`src/mqtt_packet_parser_assert.svh`:
```
// Assertion macros shared by the parser modules.
// Each macro expects signals named clk and rst_n in the enclosing module.
`ifndef MQTT_PACKET_PARSER_ASSERT_SVH
`define MQTT_PACKET_PARSER_ASSERT_SVH

// The consequent must hold in the same cycle as the antecedent.
`define MPP_ASSERT_IMP(label, ante, cons, msg) \
    label: assert property (@(posedge clk) disable iff (!rst_n) (ante) |-> (cons)) \
        else $error(msg);

// The consequent must hold in the cycle after the antecedent.
`define MPP_ASSERT_NXT(label, ante, cons, msg) \
    label: assert property (@(posedge clk) disable iff (!rst_n) (ante) |=> (cons)) \
        else $error(msg);

`endif

```
`src/mpp_pkg.sv`:
```
// ----------------------------------------------------------------------------
// MQTT packet parser package
// Shared types, codes and constants of the parser front, queue and back.
// ----------------------------------------------------------------------------
`timescale 1ns / 1ps
`default_nettype none

package mpp_pkg;

    localparam int DATA_W        = 8;
    localparam int LEN_W         = 28;
    localparam int TOPIC_W       = 16;
    localparam int PID_W         = 16;
    localparam int ROLE_W        = 4;
    localparam int ERR_W         = 3;
    localparam int NIB_W         = 4;
    localparam int OUT_TDATA_W   = 112;
    localparam int QUEUE_DEPTH   = 2;
    localparam int QPTR_W        = $clog2(QUEUE_DEPTH);
    localparam int QCNT_W        = $clog2(QUEUE_DEPTH + 1);

    localparam logic [TOPIC_W-1:0] MAX_TOPIC_RESET = 16'd256;
    localparam logic [TOPIC_W-1:0] MIN_TOPIC_LIMIT = 16'd2;

    typedef enum logic [9:0] {
        PH_HDR     = 10'b00_0000_0001,
        PH_LEN     = 10'b00_0000_0010,
        PH_TLEN_HI = 10'b00_0000_0100,
        PH_TLEN_LO = 10'b00_0000_1000,
        PH_TOPIC   = 10'b00_0001_0000,
        PH_PID_HI  = 10'b00_0010_0000,
        PH_PID_LO  = 10'b00_0100_0000,
        PH_CONN    = 10'b00_1000_0000,
        PH_REST    = 10'b01_0000_0000,
        PH_DISCARD = 10'b10_0000_0000
    } phase_t;

    localparam logic [ROLE_W-1:0] ROLE_HEADER    = 4'd0;
    localparam logic [ROLE_W-1:0] ROLE_LENGTH    = 4'd1;
    localparam logic [ROLE_W-1:0] ROLE_TOPIC_LEN = 4'd2;
    localparam logic [ROLE_W-1:0] ROLE_TOPIC     = 4'd3;
    localparam logic [ROLE_W-1:0] ROLE_PACKET_ID = 4'd4;
    localparam logic [ROLE_W-1:0] ROLE_CONNACK   = 4'd5;
    localparam logic [ROLE_W-1:0] ROLE_PAYLOAD   = 4'd6;
    localparam logic [ROLE_W-1:0] ROLE_DISCARD   = 4'd7;
    localparam logic [ROLE_W-1:0] ROLE_EXTRA     = 4'd8;

    localparam logic [ERR_W-1:0] ERR_OK        = 3'd0;
    localparam logic [ERR_W-1:0] ERR_QOS3      = 3'd1;
    localparam logic [ERR_W-1:0] ERR_LEN_LONG  = 3'd2;
    localparam logic [ERR_W-1:0] ERR_TRUNC     = 3'd3;
    localparam logic [ERR_W-1:0] ERR_TOPIC     = 3'd4;
    localparam logic [ERR_W-1:0] ERR_PINGRESP  = 3'd5;
    localparam logic [ERR_W-1:0] ERR_UNKNOWN   = 3'd6;
    localparam logic [ERR_W-1:0] ERR_MALFORMED = 3'd7;

    localparam logic [NIB_W-1:0] CMD_CONNACK  = 4'd2;
    localparam logic [NIB_W-1:0] CMD_PUBLISH  = 4'd3;
    localparam logic [NIB_W-1:0] CMD_PUBACK   = 4'd4;
    localparam logic [NIB_W-1:0] CMD_PUBREC   = 4'd5;
    localparam logic [NIB_W-1:0] CMD_PUBREL   = 4'd6;
    localparam logic [NIB_W-1:0] CMD_PUBCOMP  = 4'd7;
    localparam logic [NIB_W-1:0] CMD_SUBACK   = 4'd9;
    localparam logic [NIB_W-1:0] CMD_UNSUBACK = 4'd11;
    localparam logic [NIB_W-1:0] CMD_PINGRESP = 4'd13;

    localparam logic [1:0] QOS_INVALID = 2'b11;

    typedef struct packed {
        logic [ROLE_W-1:0]  role;
        logic [DATA_W-1:0]  value;
        logic               done;
        logic [NIB_W-1:0]   cmd;
        logic [NIB_W-1:0]   flags;
        logic [LEN_W-1:0]   rem_len;
        logic [TOPIC_W-1:0] topic_len;
        logic [PID_W-1:0]   packet_id;
        logic [ERR_W-1:0]   err;
    } item_t;

endpackage

`default_nettype wire

```
`src/mpp_front.sv`:
```
// ----------------------------------------------------------------------------
// MQTT packet parser front
// Parses one byte per cycle while the queue is not full, assigns its role and
// produces a classified item with the packet summary fields on the closing byte.
// ----------------------------------------------------------------------------
`timescale 1ns / 1ps
`default_nettype none

module mpp_front #(
    parameter int MAX_LENGTH_BYTES = 4
) (
    input  wire logic                        clk,
    input  wire logic                        rst_n,
    input  wire logic                        in_valid,
    output logic                             in_ready,
    input  wire logic [mpp_pkg::DATA_W-1:0]  in_byte,
    input  wire logic                        in_end,
    input  wire logic                        cfg_valid,
    output logic                             cfg_ready,
    input  wire logic [mpp_pkg::TOPIC_W-1:0] cfg_data,
    input  wire logic                        q_full,
    output logic                             push,
    output mpp_pkg::item_t                   push_item
);

    import mpp_pkg::*;

    localparam int CNT_W = $clog2(MAX_LENGTH_BYTES + 1);

    phase_t             phase_reg,     phase_next;
    logic [NIB_W-1:0]   cmd_reg,       cmd_next;
    logic [NIB_W-1:0]   flags_reg,     flags_next;
    logic [LEN_W-1:0]   len_reg,       len_next;
    logic [CNT_W-1:0]   cnt_reg,       cnt_next;
    logic [LEN_W-1:0]   left_reg,      left_next;
    logic [TOPIC_W-1:0] tlen_reg,      tlen_next;
    logic [TOPIC_W-1:0] tleft_reg,     tleft_next;
    logic [PID_W-1:0]   pid_reg,       pid_next;
    logic [TOPIC_W-1:0] max_topic_reg;

    logic [LEN_W-1:0]   left_dec;
    logic [LEN_W-1:0]   len_grp;
    logic [LEN_W-1:0]   len_acc;
    logic [17:0]        need;
    logic [TOPIC_W-1:0] tlen_full;
    logic [TOPIC_W-1:0] tleft_dec;
    logic [1:0]         grp_idx;
    logic               qos_nz;
    logic               body_step;
    logic               err_end;
    logic [ERR_W-1:0]   err_code;
    phase_t             body_target;

    assign in_ready  = !q_full;
    assign cfg_ready = 1'b1;
    assign push      = in_valid && !q_full;

    assign left_dec  = (left_reg != '0) ? left_reg - LEN_W'(1) : '0;
    assign tleft_dec = (tleft_reg != '0) ? tleft_reg - TOPIC_W'(1) : '0;
    assign qos_nz    = (flags_reg[2:1] != 2'b00);
    assign grp_idx   = 2'(cnt_reg);
    assign tlen_full = {tlen_reg[15:8], in_byte};
    assign need      = 18'd2 + 18'(tlen_full) + (qos_nz ? 18'd2 : 18'd0);

    always_comb
    begin
        case (grp_idx)
            2'd0:    len_grp = {21'd0, in_byte[6:0]};
            2'd1:    len_grp = {14'd0, in_byte[6:0], 7'd0};
            2'd2:    len_grp = {7'd0, in_byte[6:0], 14'd0};
            default: len_grp = {in_byte[6:0], 21'd0};
        endcase
        len_acc = len_reg | len_grp;
    end

    always_comb
    begin
        phase_next  = phase_reg;
        cmd_next    = cmd_reg;
        flags_next  = flags_reg;
        len_next    = len_reg;
        cnt_next    = cnt_reg;
        left_next   = left_reg;
        tlen_next   = tlen_reg;
        tleft_next  = tleft_reg;
        pid_next    = pid_reg;
        push_item   = '0;
        body_step   = 1'b0;
        body_target = phase_reg;
        err_end     = 1'b0;
        err_code    = ERR_OK;

        push_item.value = in_byte;
        push_item.role  = ROLE_HEADER;

        case (phase_reg)
            PH_HDR:
            begin
                cmd_next   = in_byte[7:4];
                flags_next = in_byte[3:0];
                len_next   = '0;
                cnt_next   = '0;
                left_next  = '0;
                tlen_next  = '0;
                tleft_next = '0;
                pid_next   = '0;
                if (max_topic_reg < MIN_TOPIC_LIMIT)
                begin
                    err_end  = 1'b1;
                    err_code = ERR_MALFORMED;
                end
                else if (in_byte[2:1] == QOS_INVALID)
                begin
                    err_end  = 1'b1;
                    err_code = ERR_QOS3;
                end
                else if (in_end)
                begin
                    err_end  = 1'b1;
                    err_code = ERR_TRUNC;
                end
                else
                begin
                    phase_next = PH_LEN;
                end
            end
            PH_LEN:
            begin
                push_item.role = ROLE_LENGTH;
                len_next       = len_acc;
                cnt_next       = cnt_reg + CNT_W'(1);
                if (in_byte[7])
                begin
                    if (cnt_next >= CNT_W'(MAX_LENGTH_BYTES))
                    begin
                        err_end  = 1'b1;
                        err_code = ERR_LEN_LONG;
                    end
                    else if (in_end)
                    begin
                        err_end  = 1'b1;
                        err_code = ERR_TRUNC;
                    end
                end
                else
                begin
                    left_next = len_acc;
                    case (cmd_reg)
                        CMD_PUBLISH:
                            body_target = PH_TLEN_HI;
                        CMD_CONNACK:
                            body_target = PH_CONN;
                        CMD_PUBACK, CMD_PUBREC, CMD_PUBREL, CMD_PUBCOMP, CMD_SUBACK,
                        CMD_UNSUBACK:
                            body_target = PH_PID_HI;
                        default:
                            body_target = PH_HDR;
                    endcase
                    if (cmd_reg == CMD_PINGRESP)
                    begin
                        if (len_acc != '0)
                        begin
                            err_end  = 1'b1;
                            err_code = ERR_PINGRESP;
                        end
                        else
                        begin
                            push_item.done = 1'b1;
                            phase_next     = PH_HDR;
                        end
                    end
                    else if (body_target == PH_HDR)
                    begin
                        err_end  = 1'b1;
                        err_code = ERR_UNKNOWN;
                    end
                    else if (len_acc < LEN_W'(2))
                    begin
                        err_end  = 1'b1;
                        err_code = ERR_MALFORMED;
                    end
                    else if (in_end)
                    begin
                        err_end  = 1'b1;
                        err_code = ERR_TRUNC;
                    end
                    else
                    begin
                        phase_next = body_target;
                    end
                end
            end
            PH_TLEN_HI:
            begin
                push_item.role = ROLE_TOPIC_LEN;
                tlen_next      = {in_byte, 8'd0};
                body_step      = 1'b1;
                body_target    = PH_TLEN_LO;
            end
            PH_TLEN_LO:
            begin
                push_item.role = ROLE_TOPIC_LEN;
                tlen_next      = tlen_full;
                if (tlen_full > max_topic_reg)
                begin
                    err_end  = 1'b1;
                    err_code = ERR_TOPIC;
                end
                else if (LEN_W'(need) > len_reg)
                begin
                    err_end  = 1'b1;
                    err_code = ERR_MALFORMED;
                end
                else
                begin
                    tleft_next = tlen_full;
                    body_step  = 1'b1;
                    if (tlen_full != '0)
                    begin
                        body_target = PH_TOPIC;
                    end
                    else
                    begin
                        body_target = qos_nz ? PH_PID_HI : PH_REST;
                    end
                end
            end
            PH_TOPIC:
            begin
                push_item.role = ROLE_TOPIC;
                tleft_next     = tleft_dec;
                body_step      = 1'b1;
                if (tleft_dec != '0)
                begin
                    body_target = PH_TOPIC;
                end
                else
                begin
                    body_target = qos_nz ? PH_PID_HI : PH_REST;
                end
            end
            PH_PID_HI:
            begin
                push_item.role = ROLE_PACKET_ID;
                pid_next       = {in_byte, 8'd0};
                body_step      = 1'b1;
                body_target    = PH_PID_LO;
            end
            PH_PID_LO:
            begin
                push_item.role = ROLE_PACKET_ID;
                pid_next       = {pid_reg[15:8], in_byte};
                body_step      = 1'b1;
                body_target    = PH_REST;
            end
            PH_CONN:
            begin
                push_item.role = ROLE_CONNACK;
                body_step      = 1'b1;
                body_target    = (len_reg != left_reg) ? PH_REST : PH_CONN;
            end
            PH_REST:
            begin
                if (cmd_reg == CMD_PUBLISH || cmd_reg == CMD_SUBACK)
                begin
                    push_item.role = ROLE_PAYLOAD;
                end
                else
                begin
                    push_item.role = ROLE_EXTRA;
                end
                body_step   = 1'b1;
                body_target = PH_REST;
            end
            default:
            begin
                push_item.role = ROLE_DISCARD;
                phase_next     = in_end ? PH_HDR : PH_DISCARD;
            end
        endcase

        if (body_step)
        begin
            left_next = left_dec;
            if (left_dec == '0)
            begin
                push_item.done = 1'b1;
                phase_next     = PH_HDR;
            end
            else if (in_end)
            begin
                err_end  = 1'b1;
                err_code = ERR_TRUNC;
            end
            else
            begin
                phase_next = body_target;
            end
        end

        if (err_end)
        begin
            push_item.done = 1'b1;
            push_item.err  = err_code;
            phase_next     = in_end ? PH_HDR : PH_DISCARD;
        end

        push_item.cmd       = cmd_next;
        push_item.flags     = flags_next;
        push_item.rem_len   = len_next;
        push_item.topic_len = tlen_next;
        push_item.packet_id = pid_next;
    end

    always_ff @(posedge clk or negedge rst_n)
    begin
        if (!rst_n)
        begin
            phase_reg     <= PH_HDR;
            cmd_reg       <= '0;
            flags_reg     <= '0;
            len_reg       <= '0;
            cnt_reg       <= '0;
            left_reg      <= '0;
            tlen_reg      <= '0;
            tleft_reg     <= '0;
            pid_reg       <= '0;
            max_topic_reg <= MAX_TOPIC_RESET;
        end
        else
        begin
            if (cfg_valid)
            begin
                max_topic_reg <= cfg_data;
            end
            if (push)
            begin
                phase_reg <= phase_next;
                cmd_reg   <= cmd_next;
                flags_reg <= flags_next;
                len_reg   <= len_next;
                cnt_reg   <= cnt_next;
                left_reg  <= left_next;
                tlen_reg  <= tlen_next;
                tleft_reg <= tleft_next;
                pid_reg   <= pid_next;
            end
        end
    end

`include "mqtt_packet_parser_assert.svh"

    `MPP_ASSERT_NXT(a_front_err_discard, push && push_item.err != ERR_OK && !in_end, phase_reg == PH_DISCARD, "Error without buffer end did not enter discard.")
    `MPP_ASSERT_IMP(a_front_err_done, push && push_item.err != ERR_OK, push_item.done, "Error item not marked as packet end.")

endmodule

`default_nettype wire

```
`src/mpp_queue.sv`:
```
// ----------------------------------------------------------------------------
// MQTT packet parser queue
// Short first-in first-out buffer of classified items between the front
// and the back, so that either side can stall on its own.
// ----------------------------------------------------------------------------
`timescale 1ns / 1ps
`default_nettype none

module mpp_queue (
    input  wire logic           clk,
    input  wire logic           rst_n,
    input  wire logic           push,
    input  wire mpp_pkg::item_t push_item,
    output logic                full,
    input  wire logic           pop,
    output logic                q_valid,
    output mpp_pkg::item_t      pop_item
);

    import mpp_pkg::*;

    item_t             entry_reg [QUEUE_DEPTH];
    logic [QPTR_W-1:0] wr_ptr_reg, wr_ptr_next;
    logic [QPTR_W-1:0] rd_ptr_reg, rd_ptr_next;
    logic [QCNT_W-1:0] count_reg,  count_next;

    assign full     = (count_reg == QCNT_W'(QUEUE_DEPTH));
    assign q_valid  = (count_reg != '0);
    assign pop_item = entry_reg[rd_ptr_reg];

    always_comb
    begin
        wr_ptr_next = wr_ptr_reg;
        rd_ptr_next = rd_ptr_reg;
        count_next  = count_reg;
        if (push)
        begin
            wr_ptr_next = (wr_ptr_reg == QPTR_W'(QUEUE_DEPTH - 1)) ? '0
                                                                  : wr_ptr_reg + QPTR_W'(1);
        end
        if (pop)
        begin
            rd_ptr_next = (rd_ptr_reg == QPTR_W'(QUEUE_DEPTH - 1)) ? '0
                                                                  : rd_ptr_reg + QPTR_W'(1);
        end
        if (push && !pop)
        begin
            count_next = count_reg + QCNT_W'(1);
        end
        else if (pop && !push)
        begin
            count_next = count_reg - QCNT_W'(1);
        end
    end

    always_ff @(posedge clk or negedge rst_n)
    begin
        if (!rst_n)
        begin
            wr_ptr_reg <= '0;
            rd_ptr_reg <= '0;
            count_reg  <= '0;
        end
        else
        begin
            wr_ptr_reg <= wr_ptr_next;
            rd_ptr_reg <= rd_ptr_next;
            count_reg  <= count_next;
        end
    end

    always_ff @(posedge clk)
    begin
        if (push)
        begin
            entry_reg[wr_ptr_reg] <= push_item;
        end
    end

`include "mqtt_packet_parser_assert.svh"

    `MPP_ASSERT_NXT(a_queue_drain, pop && !push, count_reg == $past(count_reg) - QCNT_W'(1), "Queue count did not drop on a pop.")
    `MPP_ASSERT_IMP(a_queue_pop_valid, pop, q_valid, "Pop from an empty queue.")

endmodule

`default_nettype wire

```
`src/mpp_back.sv`:
```
// ----------------------------------------------------------------------------
// MQTT packet parser back
// Takes classified items from the queue, works out the payload length of a
// completed packet and presents the result in an output register.
// ----------------------------------------------------------------------------
`timescale 1ns / 1ps
`default_nettype none

module mpp_back (
    input  wire logic                                clk,
    input  wire logic                                rst_n,
    input  wire logic                                q_valid,
    input  wire mpp_pkg::item_t                      pop_item,
    output logic                                     pop,
    output logic                                     m_axis_tvalid,
    input  wire logic                                m_axis_tready,
    output logic [mpp_pkg::OUT_TDATA_W-1:0]          m_axis_tdata,
    output logic                                     m_axis_tlast,
    output logic [mpp_pkg::ROLE_W-1:0]               m_axis_tuser
);

    import mpp_pkg::*;

    logic                   valid_reg;
    logic [OUT_TDATA_W-1:0] tdata_reg,  tdata_next;
    logic                   tlast_reg;
    logic [ROLE_W-1:0]      tuser_reg;

    logic [17:0]            need;
    logic [LEN_W:0]         diff;
    logic [LEN_W-1:0]       payload;
    logic                   has_payload;

    assign pop = q_valid && (!valid_reg || m_axis_tready);

    always_comb
    begin
        if (pop_item.cmd == CMD_PUBLISH)
        begin
            need = 18'd2 + 18'(pop_item.topic_len)
                 + ((pop_item.flags[2:1] != 2'b00) ? 18'd2 : 18'd0);
        end
        else
        begin
            need = 18'd2;
        end
        diff        = {1'b0, pop_item.rem_len} - (LEN_W + 1)'(need);
        has_payload = (pop_item.cmd == CMD_PUBLISH || pop_item.cmd == CMD_SUBACK)
                      && pop_item.err == ERR_OK && !diff[LEN_W];
        payload     = has_payload ? diff[LEN_W-1:0] : '0;

        tdata_next        = '0;
        tdata_next[7:0]   = pop_item.value;
        if (pop_item.done)
        begin
            tdata_next[11:8]    = pop_item.cmd;
            tdata_next[15:12]   = pop_item.flags;
            tdata_next[43:16]   = pop_item.rem_len;
            tdata_next[59:44]   = pop_item.topic_len;
            tdata_next[75:60]   = pop_item.packet_id;
            tdata_next[103:76]  = payload;
            tdata_next[106:104] = pop_item.err;
        end
    end

    always_ff @(posedge clk or negedge rst_n)
    begin
        if (!rst_n)
        begin
            valid_reg <= 1'b0;
        end
        else if (pop)
        begin
            valid_reg <= 1'b1;
        end
        else if (m_axis_tready)
        begin
            valid_reg <= 1'b0;
        end
    end

    always_ff @(posedge clk)
    begin
        if (pop)
        begin
            tdata_reg <= tdata_next;
            tlast_reg <= pop_item.done;
            tuser_reg <= pop_item.role;
        end
    end

    assign m_axis_tvalid = valid_reg;
    assign m_axis_tdata  = tdata_reg;
    assign m_axis_tlast  = tlast_reg;
    assign m_axis_tuser  = tuser_reg;

`include "mqtt_packet_parser_assert.svh"

    `MPP_ASSERT_IMP(a_back_summary_zero, m_axis_tvalid && !m_axis_tlast, m_axis_tdata[OUT_TDATA_W-1:8] == '0, "Summary fields not zero on a byte that does not end a packet.")
    `MPP_ASSERT_NXT(a_back_load, pop, m_axis_tvalid, "Popped item not presented on the output.")

endmodule

`default_nettype wire

```
`src/mqtt_packet_parser.sv`:
```
// ----------------------------------------------------------------------------
// MQTT packet parser
// Parses a byte stream of back-to-back MQTT 3.1.1 control packets, tags every
// byte with its role and attaches a packet summary to the closing byte.
// ----------------------------------------------------------------------------
// The parser takes one received byte per clock cycle while the queue is not
// full and gives one result per byte. The rate is set by the front parser,
// whose state update for a byte is registered on the byte's transaction; a
// two-entry queue and the output register let the input keep streaming,
// until the queue fills, while a result waits to be taken. Writes to the
// topic length limit take effect at once and are always accepted; they are
// meant to occur while no byte is in flight.
`timescale 1ns / 1ps
`default_nettype none

module mqtt_packet_parser #(
    parameter int MAX_LENGTH_BYTES = 4
) (
    input  wire logic                                clk,
    input  wire logic                                rst_n,
    // tdata: data_byte[7:0]
    input  wire logic [mpp_pkg::DATA_W-1:0]          s_axis_tdata,
    // tlast: buffer_end
    input  wire logic                                s_axis_tlast,
    input  wire logic                                s_axis_tvalid,
    output logic                                     s_axis_tready,
    input  wire logic [mpp_pkg::TOPIC_W-1:0]         cfg_data,
    input  wire logic                                cfg_valid,
    output logic                                     cfg_ready,
    // tdata: byte_value[7:0], command[11:8], header_flags[15:12],
    // remaining_length[43:16], topic_length[59:44], packet_id[75:60],
    // payload_length[103:76], error_code[106:104], zero fill[111:107]
    output logic [mpp_pkg::OUT_TDATA_W-1:0]          m_axis_tdata,
    // tuser: byte_role[3:0]
    output logic [mpp_pkg::ROLE_W-1:0]               m_axis_tuser,
    // tlast: packet_done
    output logic                                     m_axis_tlast,
    output logic                                     m_axis_tvalid,
    input  wire logic                                m_axis_tready
);

    import mpp_pkg::*;

    logic  q_full;
    logic  push;
    item_t push_item;
    logic  pop;
    logic  q_valid;
    item_t pop_item;

    mpp_front #(
        .MAX_LENGTH_BYTES (MAX_LENGTH_BYTES)
    ) u_front (
        .clk       (clk),
        .rst_n     (rst_n),
        .in_valid  (s_axis_tvalid),
        .in_ready  (s_axis_tready),
        .in_byte   (s_axis_tdata),
        .in_end    (s_axis_tlast),
        .cfg_valid (cfg_valid),
        .cfg_ready (cfg_ready),
        .cfg_data  (cfg_data),
        .q_full    (q_full),
        .push      (push),
        .push_item (push_item)
    );

    mpp_queue u_queue (
        .clk       (clk),
        .rst_n     (rst_n),
        .push      (push),
        .push_item (push_item),
        .full      (q_full),
        .pop       (pop),
        .q_valid   (q_valid),
        .pop_item  (pop_item)
    );

    mpp_back u_back (
        .clk           (clk),
        .rst_n         (rst_n),
        .q_valid       (q_valid),
        .pop_item      (pop_item),
        .pop           (pop),
        .m_axis_tvalid (m_axis_tvalid),
        .m_axis_tready (m_axis_tready),
        .m_axis_tdata  (m_axis_tdata),
        .m_axis_tlast  (m_axis_tlast),
        .m_axis_tuser  (m_axis_tuser)
    );

endmodule

`default_nettype wire
```
`config.mk`:
```
export PLATFORM = sky130hd
export DESIGN_NAME = mqtt_packet_parser
export DESIGN_NICKNAME = d
export VERILOG_FILES = /design/src/mpp_pkg.sv /design/src/mpp_front.sv /design/src/mpp_queue.sv /design/src/mpp_back.sv /design/src/mqtt_packet_parser.sv
export VERILOG_INCLUDE_DIRS = /design/src /design/src/src
export SDC_FILE = /design/constraint.sdc
export NUM_CORES = 1
export LEC_CHECK = 0
export BUFFER_PORTS_ARGS = -buffer_cell sky130_fd_sc_hd__buf_4
export CAP_MARGIN = 25
export CORE_MARGIN = 3
export CORE_UTILIZATION = 55
export CTS_BUF_LIST = sky130_fd_sc_hd__clkbuf_8 sky130_fd_sc_hd__clkbuf_16
export DETAILED_ROUTE_END_ITERATION = 10
export GPL_ROUTABILITY_DRIVEN = 1
export PLACE_DENSITY_LB_ADDON = 0.25
export SLEW_MARGIN = 15
export SYNTH_ARGS = -nofsm -noshare
export SYNTH_HDL_FRONTEND = slang
export SYNTH_HIERARCHICAL = 1
export SYNTH_SLANG_ARGS = --single-unit
```
`constraint.sdc`:
```
create_clock -name clk -period 6 [get_ports clk]
set_input_delay 0 -clock clk [delete_from_list [all_inputs] [get_ports clk]]
set_output_delay 0 -clock clk [all_outputs]
set_load 0.005 [all_outputs]
```
# After elaboration in Yosys (flattened, before gate mapping)
# Memory sizes are Yosys's and may differ from the RTL's.
# Index checks and enable logic that the tools add are counted.
[totals] ramBits=168 romBits=64 word_cells=200 regBits=258 mem_count=2 output_inout_bits=120 input_bits=30
[mem_list] memory="u_queue.entry_reg" depth=2 word_bits=84 read_ports=1 rd_ports_with_merged_regs=0 write_ports=1 line_no="mpp_queue.sv:22" rtl="item_t entry_reg [QUEUE_DEPTH];"
[mem_list] memory="(no name shown)" depth=16 word_bits=4 read_ports=1 rd_ports_with_merged_regs=0 write_ports=0 line_no="mpp_front.sv:148" rtl="case (cmd_reg)"
[op_classes] magnitude_cmp=5 addsub=12 muxes=94 eq_ne=27 n_reduce_logical=40 n_bitwise=1
[op_table] op="two-way mux 10 bit" count=21
[op_table] op="one-hot mux 16 bit (3 select lines)" count=3
[op_table] op="one-hot mux 28 bit (2 select lines)" count=2
[op_table] op="two-way mux 28 bit" count=3
[op_table] op="one-hot mux 28 bit (3 select lines)" count=1
[op_table] op="one-hot mux 10 bit (7 select lines)" count=1
[op_table] op="nonzero test 28 bit" count=2
[op_table] op="two-way mux 16 bit" count=3
[op_table] op="nonzero test 16 bit" count=3
[op_table] op="two-way mux 3 bit" count=14
[op_table] op="adder 18 bit" count=2
[op_table] op="adder 2 x 16 -> 17 bit (first input constant)" count=2
[op_table] op="one-hot mux 10 bit (3 select lines)" count=1
[op_table] op="two-way mux 1 bit" count=29
[op_table] op="subtractor 28 x 18 -> 29 bit" count=1
[op_table] op="> comparator 18 x 28 -> 1 bit" count=1
[op_table] op="logical NOT 28 bit" count=1
[op_table] op="less-than comparator 28 x 2 -> 1 bit (second input constant)" count=1
[op_table] op="!= test 28 bit" count=1
[op_table] op="OR 28 bit" count=1
[op_table] op="one-hot mux 4 bit (7 select lines)" count=1
[op_table] op="subtractor 28 x 1 -> 28 bit (second input constant)" count=1
[op_table] op="== test 10 x 1 -> 1 bit (second input constant)" count=2
[op_table] op="two-way mux 18 bit" count=1
[op_table] op="other kinds (45)" count=81

# Depth between registers and ports, before layout
# Gate-level depths: netlist of the first run.
[depth] ltp_word=14 ltp_mapped=22 ltp_nobuf=18

# Modules after synthesis
# The synthesis of the first run kept the hierarchy.
[modules_own_cells] module="mpp_front" cells_per_inst=1373 area_each_um2=10496.3 instances=1 seq_area_each_um2=3530.9
[modules_own_cells] module="mpp_queue" cells_per_inst=277 area_each_um2=6258.5 instances=1 seq_area_each_um2=5144.9
[modules_own_cells] module="mpp_back" cells_per_inst=476 area_each_um2=5724.2 instances=1 seq_area_each_um2=3388.2

# Worst setup path before layout of the first run
# No wires, ideal clock.
[synth_timing] kind="flip-flop to flip-flop" startpoint="register u_queue.count_reg[1]" endpoint="memory u_queue/entry_reg[0][0] (netlist bit) (enable)" period_less_slack_ns=5.795 n_path_buf=2 stages_incl_launch_ff=8 setup_ns=0.537 slack_ns=0.205 required_ns=5.463 t_arrival_ns=5.258 path_cell_list="dfrtp_1 nor2b_1 inv_1 nand2_1 inv_1 clkbuf_1 clkbuf_1 nor2b_1"
[synth_between] elab_chain_cells=5
[synth_lines] element="from (decl)" line_no="mpp_queue.sv:25" rtl="logic [QCNT_W-1:0] count_reg, count_next;"
[synth_lines] element="from (signal assigned)" line_no="mpp_queue.sv:68" rtl="count_reg <= count_next;"
[synth_lines] element="== test 2 bit" line_no="mpp_queue.sv:27" rtl="assign full = (count_reg == QCNT_W'(QUEUE_DEPTH));"
[synth_lines] element="via q_full" line_no="mqtt_packet_parser.sv:44" rtl="logic q_full;"
[synth_lines] element="logical NOT 1 bit"
[synth_lines] element="via s_axis_tready" line_no="mqtt_packet_parser.sv:26" rtl="output logic s_axis_tready,"
[synth_lines] element="logical AND 1 bit" line_no="mpp_front.sv:56" rtl="assign push = in_valid && !q_full;"
[synth_lines] element="via push" line_no="mqtt_packet_parser.sv:45" rtl="logic push;"
[synth_lines] element="two-way mux 1 bit" line_no="mpp_queue.sv:74" rtl="if (push)"
[synth_lines] element="two-way mux 1 bit (not written as such)" line_no="mpp_queue.sv:76" rtl="entry_reg[wr_ptr_reg] <= push_item;"
[synth_lines] element="to (decl)" line_no="mpp_queue.sv:22"
# The timed path passes the listed nets, and every way through them passes these cells.

==> results of run 1 <==
-- through the flow --
stage                     worst slack (ns)  total power [µW]  instances  area, µm²
after floorplan                      0.205              8710       2130      22500
after global placement                1.43             10600       2687      23900
after detailed placement              1.23             10700       2687      23900
after CTS                             1.26             13500       2829      25900
after global routing                 0.992             14400       2833      26000
final                                 1.41             13600       2833      26000
-- cells by family (layout without fill, tap and decap cells) --
group	after synthesis	in the layout	share of synthesized area [%]
muxes	90	90	4.48
and+or+nand+nor	779	779	17.5
adders and majority gates	66	66	3.71
xor gates and xnor gates	87	87	3.39
AOI/OAI and AO/OA	461	461	13.1
DFF	426	426	53.7
other	2	6	0.0334
buffers and inverters	215	393	4.21
-- placed cells by master (no fill, tap or decap), types with 13 or more instances in the layout --
cell and instances:
nand3_1 75, a21oi_1 147, o22ai_1 20, buf_4 168
edfxtp_1 280, nand2_1 263, a22o_1 26, nor2b_1 13
o21ai_0 104, xor2_1 38, a31oi_1 35, mux2_1 50
clkbuf_16 45, nand2b_1 15, mux2_2 35, ha_1 65
inv_1 92, dlygate4sd3_1 58, nor3_1 28, xnor2_1 49
nor2_1 139, nor4_1 37, and2_1 82, and3_1 16
dfrtp_1 143, nand4_1 34
-- worst paths after layout --
path                                                  startpoint  cells past startpoint                                     to  slack (ns)
min in group asynchronous                                  rst_n                      2   u_front/max_topic_reg[4]$_DFFE_PN0P_        0.05
worst min-delay path                               s_axis_tvalid                      5         u_front/pid_reg[6]$_DFFE_PN0P_        0.04
max in group asynchronous                                  rst_n                      3         u_queue/rd_ptr_reg$_DFFE_PN0P_        4.49
worst max-delay path              u_queue/rd_ptr_reg$_DFFE_PN0P_                     16  u_back/m_axis_tdata[93]$_SDFFCE_PN0P_        1.41
worst min register to register  u_front/flags_reg[3]$_DFFE_PN0P_                      2       u_front/flags_reg[3]$_DFFE_PN0P_        0.47
worst max register to register    u_queue/rd_ptr_reg$_DFFE_PN0P_                     16  u_back/m_axis_tdata[93]$_SDFFCE_PN0P_        1.41
-- per-layer routing --
metal / global-route usage, % / up-vias / part of all wire [%]
met3: 5.73 / 180 / 8.7
li1: - / 8037 / -
met1: 39.5 / 8461 / 41
met2: 44.8 / 889 / 46
met4: 10.8 / 0 / 4.1
met5: 0 / - / 0
-- worst max-delay path: cells and delay by family, from the launching register on --
family,cells,cell delay [ns]
compound gates,3,1.00
xor+xnor,1,0.12
fa+ha+maj,3,0.76
buf+inv,1,0.06
flops,1,0.72
mux,1,0.41
simple gates,7,1.34
-- area by class of cell --
| class | instances | area [µm²] | share of cell area, % |
|---|---|---|---|
| clock inverters | 38 | 354 | 1.36 |
| inverters | 79 | 297 | 1.14 |
| flip-flops and latches | 426 | 12100 | 46.5 |
| clock buffers | 46 | 1140 | 4.39 |
| repair buffers | 230 | 1890 | 7.29 |
| multi-input cells | 1489 | 9550 | 36.8 |
| well taps | 525 | 657 | 2.53 |
-- power breakdown --
part / switching, µW / leakage, µW / internal [µW]
Clock: 1200 / 0.000776 / 1580
Sequential: 581 / 0.00466 / 4340
Combinational: 3600 / 0.00485 / 2290
==> results.json, run 1 <==
{
  "drc": 0,
  "wl_per_cell_um": 22.3,
  "min_period_ns": 4.59,
  "core_area_mm2": 0.0401,
  "ios": 150,
  "crit_path_end_kind": "flop",
  "synth_cells": 2126,
  "nFillCells": 3066,
  "clock_sinks": 426,
  "tightest_slew_ns": 1.03,
  "initial_utilization_pct": 56.1,
  "whs_ns": 0.0442,
  "hold_viol_final": 0,
  "overflow": 0,
  "routed_via_density": 6.20,
  "synth_top_cell_by_area": "edfxtp_1",
  "dr.pass1.iters": 6,
  "synth.most_common_cell": "edfxtp_1",
  "htreeDepth": 2,
  "drv_cap": 0,
  "synth_common_cells": "edfxtp_1 (280), nand2_1 (263), a21oi_1 (147), dfrtp_1 (144), nor2_1 (139)",
  "die_x_um": 208,
  "num_rows": 73,
  "clk_latency_ns": 0.60,
  "path_clk_slew_ns": 0.06,
  "clock-root-buffer": "clkbuf_16",
  "crit_slowest_cell": "dfrtp_4",
  "track_usage_pct": 28.5,
  "synth_cell_type_count": 95,
  "worstPathMaxFanout": 33,
  "postCtsResizedCells": 0,
  "synth.avg_cell_area_um2": 10.6,
  "drt_iter0_markers": 1800,
  "cts_max_path_buffers": 3,
  "startpoint_type": "flop",
  "die_h_um": 208,
  "synth_area_leaders": "edfxtp_1 (37%), dfrtp_1 (16%), nand2_1 (4.4%), ha_1 (3.6%), a21oi_1 (3.3%)",
  "grt_max_degree": 86,
  "post-route-period-util_pct": 76.5,
  "yosysWarnings": 6,
  "io_buffers": 143,
  "critPathMaxStageDelay_ns": 0.72,
  "ys_seq_elements": 426,
  "synth_edf_count": 280,
  "critPathKind": "reg -> reg",
  "critPathRequiredTime_ns": 6.42,
  "drive_above_1_share_pct": 14.0,
  "fmax_mhz": 218,
  "n_antenna_cell": 0,
  "vias": 17600,
  "rsz0062_at_grt": "no",
  "cp_common_cell": "ha_1",
  "cts_buffers": 45,
  "crit_arrival_ns": 5.00,
  "grt_pass1_vias": 17000,
  "post-cts-setup-buffer-count": 0,
  "gp_congestion": 0.960,
  "syn2layout_area_growth_pct": 15.5,
  "postCtsHoldBufs": 58,
  "drv_slew": 0,
  "skew_ns": 0.0421,
  "synth_top_area_share_pct": 37.4,
  "synth_flop_cell": "edfxtp_1",
  "ir_drop_mv": 0.310,
  "status": "complete, no violations",
  "die_area_mm2": 0.0433,
  "final_util_pct": 64.7,
  "synth_area_mm2": 0.0225,
  "p_leak_uw": 0.0103,
  "powerDensity_mw_per_mm2": 523,
  "synth_seq_area_share_pct": 53.7,
  "hold_path.class": "in -> reg",
  "dp_hpwl_um": 42600,
  "grt_pass1_wl_um": 98200,
  "ant_nets": 0,
  "largest_reg_flops": 168,
  "nNetsFinal": 2367,
  "synthArstFlopShare_pct": 34.3,
  "setup_violations": 0,
  "slew_headroom_pct": 30.6,
  "grt_antenna_before_repair": 0,
  "wl_um": 63100,
  "cts_tree": "built",
  "setup-tns-final_ns": 0,
  "cp_cell_sequence": "mux2_2 > nor2_1 > ha_1 > inv_1 > ha_1 > and3_1 > and3_1 > nand3_1 > xnor2_1 > nand2_1 > ha_1 > and2_1 > a221oi_1 > a31oi_1 > or3_1 > a21oi_1"
}
No activity file was read; power rests on OpenSTA's default activity.
==> run 2: changes to the inputs <==
==> constraint.sdc (replaced) <==
create_clock -name clk -period 4.2 [get_ports clk]
set_input_delay 0 -clock clk [delete_from_list [all_inputs] [get_ports clk]]
set_output_delay 0 -clock clk [all_outputs]
set_load 0.005 [all_outputs]
==> run 2 against run 1 <==
Via count grew 3.3%. First-iteration DRC count grew 21%. Clock-buffer cell count grew 1. Largest power group unchanged. Highest routed layer unchanged.
==> results.json, run 2 (synthesis results as in run 1) <==
{
  "syn2layout_area_growth_pct": 19.2,
  "grt_pass1_vias": 17700,
  "drv_cap": 0,
  "num_rows": 73,
  "post-route-period-util_pct": 98.9,
  "wl_um": 65800,
  "gp_congestion": 1.04,
  "worstPathMaxFanout": 20,
  "routed_via_density": 6.25,
  "tightest_slew_ns": 0.989,
  "mostFrequentLayoutCells": "edfxtp_1 (280), nand2_1 (262), buf_4 (226)",
  "drc": 0,
  "fmax_mhz": 241,
  "initial_utilization_pct": 56.1,
  "cts_max_path_buffers": 3,
  "slew_headroom_pct": 33.6,
  "die_h_um": 208,
  "min_period_ns": 4.15,
  "startpoint_type": "flop",
  "skew_ns": 0.0300,
  "whs_ns": 0.00631,
  "overflow": 0,
  "p_leak_uw": 0.0107,
  "dr.pass1.iters": 6,
  "critPathRequiredTime_ns": 4.68,
  "hold_path.class": "in -> async",
  "die_area_mm2": 0.0433,
  "htreeDepth": 2,
  "track_usage_pct": 29.6,
  "clk_latency_ns": 0.60,
  "drt_iter0_markers": 2173,
  "die_x_um": 208,
  "nFillCells": 3006,
  "nNetsFinal": 2435,
  "setup_ws_ns": 0.0455,
  "dp_slack_ns": -0.0159,
  "grt_pass1_wl_um": 102000,
  "grt_max_degree": 114,
  "critPathKind": "reg -> reg",
  "drive_above_1_share_pct": 17.8,
  "crit_arrival_ns": 4.63,
  "crit_path_end_kind": "flop",
  "cts_buffers": 45,
  "io_buffers": 143,
  "postLayoutCellArea_mm2": 0.0268,
  "drv_slew": 0,
  "wl_per_cell_um": 22.7,
  "rsz0062_at_grt": "yes",
  "vias": 18100,
  "setup_violations": 0,
  "clock-root-buffer": "clkbuf_16",
  "status": "complete, no violations",
  "mostFrequentLayoutCell": "edfxtp_1",
  "powerDensity_mw_per_mm2": 758,
  "fin_total_pwr_uw": 20300,
  "dp_hpwl_um": 44400,
  "core_area_mm2": 0.0401,
  "largest_reg_flops": 168,
  "cts_tree": "built",
  "ant_nets": 0,
  "hold_viol_final": 0,
  "place_area_mm2": 0.0244,
  "setup-tns-final_ns": 0,
  "ios": 150,
  "grt_antenna_before_repair": 1,
  "path_clk_slew_ns": 0.06,
  "clock_sinks": 426,
  "ir_drop_mv": 0.375
}
run 2: cell count changes in the layout (fill, tap and decap cells not counted), sizes merged:
cell      delta
diode        +1
clkinv       +5
clkinvlp     +1
buf         +66
clkbuf       +3
bufinv       +1
inv          -8
run 2: area by class of cell:
cell class | instances | area [µm²] | area share (%)
Sequential cell | 426 | 12100 | 45.0
Multi-Input combinational cell | 1489 | 9720 | 36.3
Timing Repair Buffer | 298 | 2540 | 9.50
Clock buffer | 47 | 1150 | 4.31
Tap cell | 525 | 657 | 2.45
Clock inverter | 37 | 355 | 1.33
Inverter | 79 | 297 | 1.11
Antenna cell | 1 | 2.50 | 0.00934
run 2: metrics by stage:
step,std cells,utilization [%]
after global placement,2749,60.8
after floorplan,2130,-
final,2902,66.8
after detailed placement,2750,60.9
after CTS,2892,66.1
after global routing,2902,66.8
run 2: worst paths after layout:
kind	start	endpoint	slack, ns	cells past startpoint
hold / removal	rst_n	u_front/tleft_reg[0]$_DFFE_PN0P_	0.006	2
setup / recovery	u_front/flags_reg[1]$_DFFE_PN0P_	u_front/left_reg[27]$_DFFE_PN0P_	0.05	20
hold reg to reg	u_front/tlen_reg[3]$_DFFE_PN0P_	u_front/tlen_reg[3]$_DFFE_PN0P_	0.48	2
min in group clk	s_axis_tdata[3]	u_queue/entry_reg[0][75]$_DFFE_PP_	0.08	2
max in group asynchronous	rst_n	u_queue/wr_ptr_reg$_DFFE_PN0P_	3.11	3
setup reg to reg	u_front/flags_reg[1]$_DFFE_PN0P_	u_front/left_reg[27]$_DFFE_PN0P_	0.05	20
run 2: report_power, final:
group / leakage (µW) / internal (µW) / switching [µW] / total (µW)
clock network: 0.000767 / 2320 / 1710 / 4030
logic: 0.00524 / 3790 / 5560 / 9350
registers: 0.00466 / 6190 / 755 / 6950
run 2: repair_timing:
action	in CTS	in global routing
endpoints found under the hold margin	144	0
resized for setup	3	34
buffers inserted	0	6
hold buffers	58	0
cloned	0	2
pin swaps	0	14
endpoints found under the setup margin	3	61
run 2: critical path, cell delays in order, from the launching register on:
cell and delay (ns):
dfrtp_1 0.44, nor2_2 0.08, ha_1 0.21, inv_1 0.09, ha_1 0.22, nand3_1 0.11
nor2_2 0.17, nand4_1 0.13, xnor2_1 0.21, ha_1 0.29, nand4_1 0.19, buf_4 0.16
nor2_1 0.04, a211oi_2 0.23, a31oi_2 0.17, a211o_1 0.32, nand2_1 0.18, o31ai_4 0.09
buf_4 0.20, clkbuf_16 0.19, o31a_1 0.30
run 2: per-layer routing:
layer	vias up	part of all wire [%]	global-route usage, %
met5	-	0	0
met4	0	4.5	11.9
met2	986	46	46.9
li1	8173	-	-
met1	8777	41	40.9
met3	206	9.0	5.34
